**config.mk**
```make
export PLATFORM = sky130hd
export DESIGN_NAME = mmm_ctrl
export DESIGN_NICKNAME = d
export VERILOG_FILES = /design/src/rtl/montgomery_modular_multiply_macros.svh /design/src/rtl/mmm_pkg.sv /design/src/rtl/mmm_ctrl.sv
export SDC_FILE = /design/constraint.sdc
export NUM_CORES = 1
export LEC_CHECK = 0
export ABC_AREA = 1
export ABC_CLOCK_PERIOD_IN_PS = 2270
export BUFFER_PORTS_ARGS = -buffer_cell sky130_fd_sc_hd__buf_2
export CORE_MARGIN = 3
export CORE_UTILIZATION = 48
export DETAILED_ROUTE_END_ITERATION = 10
export PLACE_DENSITY = 0.73
export SLEW_MARGIN = 20
export SYNTH_ARGS = -nofsm -noshare
export SYNTH_HDL_FRONTEND = slang
export SYNTH_SLANG_ARGS = --single-unit
```
**constraint.sdc**
```tcl
create_clock -name clk -period 2.27 [get_ports clk]
set_input_delay 0.1135 -clock clk [delete_from_list [all_inputs] [get_ports clk]]
set_output_delay 0.1135 -clock clk [all_outputs]
set_load 0.03 [all_outputs]
```
**src/rtl/montgomery_modular_multiply_macros.svh**
```systemverilog
// Assertion macros for the Montgomery multiplier.
`ifndef MONTGOMERY_MODULAR_MULTIPLY_MACROS_SVH
`define MONTGOMERY_MODULAR_MULTIPLY_MACROS_SVH
`ifndef ASSERT_OFF
`define MMM_ASSERT(label, prop, msg) \
	label: assert property (@(posedge clk) disable iff (!arst_n) prop) else $error(msg);
`define MMM_ASSERT_RST(label, prop, msg) \
	label: assert property (@(posedge clk) prop) else $error(msg);
`else
`define MMM_ASSERT(label, prop, msg)
`define MMM_ASSERT_RST(label, prop, msg)
`endif
`endif

```
**src/rtl/mmm_pkg.sv**
```systemverilog
// Types, constants and command structs of the Montgomery multiplier.
package mmm_pkg;
	localparam int LIMB_BITS = 64;
	localparam int HALF_BITS = LIMB_BITS / 2;
	localparam int MAX_LIMBS = 4;
	localparam int ACC_LEN   = MAX_LIMBS + 2;
	localparam int LIDX_W    = $clog2(MAX_LIMBS);
	localparam int AIDX_W    = $clog2(ACC_LEN + 1);
	localparam int CNT_W     = $clog2(MAX_LIMBS + 1);
	localparam int REG_W     = 3;

	localparam logic [REG_W-1:0] REG_MOD0   = 3'd0;
	localparam logic [REG_W-1:0] REG_MOD1   = 3'd1;
	localparam logic [REG_W-1:0] REG_MOD2   = 3'd2;
	localparam logic [REG_W-1:0] REG_MOD3   = 3'd3;
	localparam logic [REG_W-1:0] REG_FACTOR = 3'd4;
	localparam logic [REG_W-1:0] REG_LIMBS  = 3'd5;

	typedef logic [LIMB_BITS-1:0] limb_t;

	typedef enum logic [2:0] {
		ST_IDLE, ST_MUL, ST_POST, ST_CARRY, ST_SHIFT, ST_SUB, ST_OUT
	} state_t;

	typedef enum logic [1:0] {PH_U0, PH_U, PH_YX, PH_MU} phase_t;

	typedef struct packed {
		logic               load;
		logic               clear;
		logic               mul_en;
		phase_t             src;
		logic               set_u0;
		logic               set_u;
		logic               mac;
		logic               carry_add;
		logic               shift;
		logic               sub;
		logic [LIDX_W-1:0]  i;
		logic [AIDX_W-1:0]  j;
		logic [1:0]         k;
	} cmd_t;

	typedef struct packed {
		logic [CNT_W-1:0] n;
	} status_t;
endpackage

```
**src/rtl/mmm_ctrl.sv**
```systemverilog
// Sequencer: loads limbs, steps passes, rows, partial products and output.
module mmm_ctrl import mmm_pkg::*; (
	input  logic    clk,
	input  logic    arst_n,
	input  logic    in_valid,
	output logic    in_ready,
	output logic    out_valid,
	input  logic    out_ready,
	output logic    out_last,
	input  status_t status,
	output cmd_t    cmd
);
	state_t            state_q, state_d;
	phase_t            ph_q;
	logic [LIDX_W-1:0] i_q;
	logic [AIDX_W-1:0] j_q;
	logic [1:0]        k_q;
	logic [CNT_W-1:0]  load_count_q;
	logic [LIDX_W-1:0] idx;
	logic [CNT_W-1:0]  cnt_next;
	logic              complete, in_fire, out_fire, row_end, pass_end;

	assign idx      = load_count_q[LIDX_W-1:0];
	assign cnt_next = CNT_W'(idx) + CNT_W'(1);
	assign complete = cnt_next >= status.n;
	assign in_ready = state_q == ST_IDLE;
	assign in_fire  = in_valid && in_ready;
	assign out_valid = state_q == ST_OUT;
	assign out_fire = out_valid && out_ready;
	assign row_end  = (j_q + AIDX_W'(1)) == AIDX_W'(status.n);
	assign pass_end = (CNT_W'(i_q) + CNT_W'(1)) == status.n;
	assign out_last = row_end;

	always_comb begin
		state_d = state_q;
		unique case (state_q)
			ST_IDLE:  if (in_fire && complete) state_d = ST_MUL;
			ST_MUL:   if (k_q == 2'd3) state_d = ST_POST;
			ST_POST: begin
				if ((ph_q == PH_YX || ph_q == PH_MU) && row_end) state_d = ST_CARRY;
				else state_d = ST_MUL;
			end
			ST_CARRY: begin
				if (j_q == AIDX_W'(ACC_LEN)) state_d = (ph_q == PH_YX) ? ST_MUL : ST_SHIFT;
			end
			ST_SHIFT: state_d = pass_end ? ST_SUB : ST_MUL;
			ST_SUB:   if (j_q == AIDX_W'(ACC_LEN - 1)) state_d = ST_OUT;
			ST_OUT:   if (out_fire && row_end) state_d = ST_IDLE;
			default:  state_d = ST_IDLE;
		endcase
	end

	always_comb begin
		cmd           = '0;
		cmd.src       = ph_q;
		cmd.i         = i_q;
		cmd.j         = j_q;
		cmd.k         = k_q;
		unique case (state_q)
			ST_IDLE: begin
				cmd.j     = AIDX_W'(idx);
				cmd.load  = in_fire;
				cmd.clear = in_fire && complete;
			end
			ST_MUL:   cmd.mul_en = 1'b1;
			ST_POST: begin
				cmd.set_u0 = ph_q == PH_U0;
				cmd.set_u  = ph_q == PH_U;
				cmd.mac    = ph_q == PH_YX || ph_q == PH_MU;
			end
			ST_CARRY: cmd.carry_add = j_q != AIDX_W'(ACC_LEN);
			ST_SHIFT: cmd.shift = 1'b1;
			ST_SUB:   cmd.sub = 1'b1;
			ST_OUT:   ;
			default:  ;
		endcase
	end

	always_ff @(posedge clk or negedge arst_n) begin
		if (!arst_n) begin
			state_q      <= ST_IDLE;
			ph_q         <= PH_U0;
			i_q          <= '0;
			j_q          <= '0;
			k_q          <= '0;
			load_count_q <= '0;
		end else begin
			state_q <= state_d;
			case (state_q)
				ST_IDLE: begin
					if (in_fire) begin
						if (complete) begin
							load_count_q <= '0;
							i_q          <= '0;
							j_q          <= '0;
							k_q          <= '0;
							ph_q         <= PH_U0;
						end else begin
							load_count_q <= cnt_next;
						end
					end
				end
				ST_MUL: k_q <= k_q + 2'd1;
				ST_POST: begin
					case (ph_q)
						PH_U0:   ph_q <= PH_U;
						PH_U: begin
							ph_q <= PH_YX;
							j_q  <= '0;
						end
						default: j_q <= j_q + AIDX_W'(1);
					endcase
				end
				ST_CARRY: begin
					if (j_q == AIDX_W'(ACC_LEN)) begin
						ph_q <= PH_MU;
						j_q  <= '0;
					end else begin
						j_q <= j_q + AIDX_W'(1);
					end
				end
				ST_SHIFT: begin
					i_q  <= i_q + LIDX_W'(1);
					ph_q <= PH_U0;
					j_q  <= '0;
				end
				ST_SUB: begin
					if (j_q == AIDX_W'(ACC_LEN - 1)) j_q <= '0;
					else j_q <= j_q + AIDX_W'(1);
				end
				ST_OUT: if (out_fire) j_q <= j_q + AIDX_W'(1);
				default: ;
			endcase
		end
	end
endmodule

```
# After elaboration in Yosys (flattened, before gate mapping)
# Index checks and enable logic that the tools add are counted.
[word_totals]
regBits = 14
in_bits = 7
out_inout_bits = 21
word_cells = 86
[classes]
add_sub_neg = 5
magnitude_cmp = 1
n_eq_ne = 25
n_mux = 31
n_reduce_logical = 18
[op_table]
columns = ["cell", "count"]
rows = [
  ["2-to-1 mux 3 bit", 14],
  ["one-hot mux 3 bit (7 select lines)", 1],
  ["one-hot mux 3 bit (6 select lines)", 1],
  ["equality test 3 bit (second input constant)", 5],
  ["AND reduction 5 bit", 3],
  ["2-to-1 mux 2 bit", 6],
  ["one-hot mux 2 bit (2 select lines)", 3],
  ["inequality test 2 x 1 -> 1 bit (second input constant)", 5],
  ["inequality test 2 bit (second input constant)", 4],
  ["one-hot mux 2 bit (4 select lines)", 1],
  ["adder 2 x 1 -> 3 bit (second input constant)", 2],
  ["equality test 2 bit (second input constant)", 3],
  ["equality test 3 x 2 -> 1 bit (second input constant)", 2],
  ["equality test 3 bit", 2],
  ["inequality test 3 bit (second input constant)", 2],
  ["one-hot mux 3 bit (2 select lines)", 1],
  ["AND reduction 3 bit", 2],
  ["nonzero test 6 bit", 1],
  ["logical AND 1 bit", 5],
  ["adder 2 x 1 -> 2 bit (second input constant)", 2],
  ["2-to-1 mux 1 bit", 4],
  ["nonzero test 2 bit", 2],
  ["nonzero test 4 bit", 1],
  ["adder 3 x 1 -> 3 bit (second input constant)", 1],
  ["7 further kinds", 7],
]

# Depth between registers and ports, before layout
[logic_depth]
word_depth = 5
depth_mapped = 11
mapped_depth_nobuf = 11

# Worst setup path before layout
# OpenSTA, ideal clock, no wires.
[synth_path]
path_kind = "register to register"
startpoint = "reg load_count_q[0]"
endpoint = "reg k_q[0]"
setup_time_ps = 134
arrival_time_ps = 1566
required_time_ps = 2136
path_slack_ps = 570
path_stages_with_launch = 10
n_path_buf = 0
synth_period_minus_slack_ps = 1700
path_cell_list = "dfrtp_1 > ha_1 > ha_1 > nand3_1 > nand3_1 > nand2_4 > nand2_4 > nand3_1 > nand2_1 > o21ai_1"
[synth_via]
elab_chain_len = 4
[synth_lines]
columns = ["element", "line", "source"]
rows = [
  ["from (decl)", "mmm_ctrl.sv:18", "logic [CNT_W-1:0] load_count_q;"],
  ["from (signal assigned)", "mmm_ctrl.sv:99", "load_count_q <= cnt_next;"],
  ["adder 2 x 1 -> 3 bit", "mmm_ctrl.sv:24", "assign cnt_next = CNT_W'(idx) + CNT_W'(1);"],
  ["greater-or-equal comparator 3 bit", "mmm_ctrl.sv:25", "assign complete = cnt_next >= status.n;"],
  ["inequality test 2 x 1 -> 1 bit (no line)", "-", ""],
  ["AND reduction 3 bit (no line)", "-", ""],
  ["to (signal assigned)", "mmm_ctrl.sv:103", "ST_MUL: k_q <= k_q + 2'd1;"],
  ["to (decl)", "mmm_ctrl.sv:17", "logic [1:0] k_q;"],
]
# No other way between the ends.
# A chain may end at the register's enable or synchronous reset.

==> summary.txt <==
Routing
  – Antenna Nets Post-Route: 0
  – Drt drc: 0
  – DRT iter0 DRCs: 32
  – Avg Vias per Cell: 5.14
  – First-pass DRT Iterations: 4
  – WL/cell: 11.8 um
  – Drt total wl: 2810 um
  – Via Count: 1,223

Synthesis
  – Flops & latches, synth: 14
  – Syn nets: 196
  – Synth warnings: 0
  – Synthesized area per cell: 6.60 um^2
  – Yosys cell types: 23
  – Cell Area, Synth: 1190 um^2
  – Synthesized instance count: 180
  – Sequential share of the synthesized area: 0.295

Placed design
  – Hpwl dp: 2330 um
  – Port bufs: 27
  – Final Wtd Congestion: 0.856

Worst hold path
  – HP Class: in2async

Flow run
  – Max-Cap Viols: 0

Layout
  – Number of diodes: 0
  – Layout area overhead: 16.6%
  – Ratio of cells with drive above 1 in the final layout: 0.219
  – Nets: 228

STA
  – Time the worst path needs with I/O delays and setup: 2070 ps
  – Final-report max-slew violation count: 0
  – Final setup TNS: 0 ps
  – WHS: 258 ps
  – Fin crit share: 0.913
  – RSZ-0062 raised after global routing: false
  – Final hold vios: 0
  – Slew @ Worst Pin: 411 ps
  – Worst Skew: 3.42 ps
  – Fmax: 0.483 GHz
  – Final setup fails: 0
  – Rel. slew slack: 0.726

Setup path
  – Critical path capture point type: output pin
  – Critical setup path kind: reg2out
  – R2R depth: 9
  – Startpoint types: flip-flop
  – CP peak stage delay: 430 ps
  – Crit path max-delay family: adder cells
  – Max FO, Critical Path: 5
  – Worst path depth: 7
  – CP max-delay cell: dfrtp_1
  – Crit path required time: 2160 ps
  – Critical Path, Cell by Cell: ha_1 > ha_1 > nand3_1 > nand3_1 > nand2_4 > inv_1 > buf_2
  – Crit path DAT: 1960 ps
  – Crit path buf inv count: 2

Clocking
  – Post CTS Setup Buffer Count: 0
  – Clock buffer depth: 2
  – Clock-pin slew on the worst setup and hold paths: 90 ps
  – H-tree depth: 1
  – CTS tree: done
  – Root Buffer: clkbuf_4
  – Skew-Pair Late Insertion Delay: 270 ps
  – Clk sinks: 14
  – TritonCTS Buffers: 3

Global routing
  – Vias in the first global route: 1,133
  – Largest net degree at the start of global routing: 15
  – Grt ovf: 0
  – First-pass GRT wire length: 4840 um
  – GRT Resource Usage Total: 0.188
  – Initial antenna violation count: 0

Die
  – Die width: 55.8 um
  – Die area: 3110 um^2
  – Die Ht: 55.8 um
  – Floorplan row count: 17
  – Core Footprint: 2280 um^2
  – Starting density of the core: 0.522
  – I/O pin count: 28

Power and ir drop
  – P_leak: 0.835 nW
  – Maximum VDD drop: 0.787 mV
  – Pwr dens: 1380 nW/um^2

Run status
  – Status: finished clean
## cell type report
class	instances	area, um^2
sequential	14	350
clock buffer	3	22.5
timing repair buffer	28	145
multi-input combinational	137	728
inverter	28	105
fill	217	890
tap	28	35.0
## power breakdown
group	switching, mW	internal [mW]	leakage (nW)
logic	0.886	0.410	0.639
registers	0.128	0.342	0.182
clock network	0.0827	0.0613	0.0138
## worst paths after layout
kind                            startpoint          to  slack, ps
max reg2reg                load_count_q[0]      j_q[2]        400
max in group asynchronous           arst_n  state_q[1]       1760
min                                 arst_n      j_q[2]        260
min reg2reg                         k_q[1]      k_q[1]        510
min in group clk                  in_valid  state_q[2]        260
max                        load_count_q[0]     cmd[16]        200
## through the flow
stage	worst slack, ps	area [um^2]	util	cells	total power, mW
6_report	198	1390	0.609	238	1.91
5_1_grt	103	1390	0.609	238	2.10
4_1_cts	194	1390	0.609	238	1.92
3_5_place_dp	416	1350	0.595	234	1.77
3_3_place_gp	522	1350	0.595	234	1.73
2_1_floorplan	570	1190	-	180	1.46
## cell usage after synthesis
library cell | instances | area [um^2]
inv_1 | 25 | 93.8
xor2_1 | 1 | 8.76
o21ai_1 | 6 | 30.0
nand2_4 | 2 | 22.5
ha_1 | 9 | 113
buf_2 | 1 | 5.00
a22oi_1 | 1 | 7.51
nor2_2 | 3 | 18.8
nor3_2 | 1 | 10.0
nor2_4 | 3 | 33.8
or2_2 | 1 | 6.26
nand2_1 | 49 | 184
o22ai_1 | 1 | 6.26
xnor2_1 | 2 | 17.5
dfrtp_1 | 14 | 350
nand4_1 | 2 | 12.5
a21oi_1 | 3 | 15.0
nand3_1 | 18 | 90.1
o21ai_0 | 10 | 50.1
nor3_1 | 1 | 5.00
nand2_2 | 3 | 18.8
inv_2 | 3 | 11.3
nor2_1 | 21 | 78.8
## layer usage
metal  track usage  vias up  share of wire
met2         0.318       23           0.49
li1              -      632              -
met5             0        -              0
met1         0.250      566           0.46
met3        0.0302        2          0.048
met4        0.0417        0         0.0050
## flip-flops by register name, indices dropped and copies added (netlist names)
signal and count:
state_q 3, j_q 3, i_q 2, k_q 2, ph_q 2, load_count_q 2
## what timing repair did
item / in CTS / in global routing
hold buffers: 1 / 0
hold endpoints to repair: 14 / 0
resized for setup: 0 / 0
## cell usage in the layout (no fill, tap or decap), drive strengths merged, types with 2 or more instances in the layout
cell / n
nor2: 27
nand4: 2
a21oi: 3
ha: 9
clkbuf: 3
xnor2: 2
nand2: 54
o21ai: 16
dfrtp: 14
inv: 28
buf: 27
nor3: 2
nand3: 18
## cells by family (layout without fill, tap and decap cells)
| kind of cell | count (synthesis) | count (layout) | synth area share |
|---|---|---|---|
| buffers and inverters | 29 | 59 | 0.0926 |
| adders and majority gates | 9 | 9 | 0.0947 |
| xor gates and xnor gates | 3 | 3 | 0.0221 |
| and+or+nand+nor | 104 | 104 | 0.404 |
| AOI/OAI and AO/OA | 21 | 21 | 0.0916 |
| DFF | 14 | 14 | 0.295 |
Power figures use the tool's default switching activity.
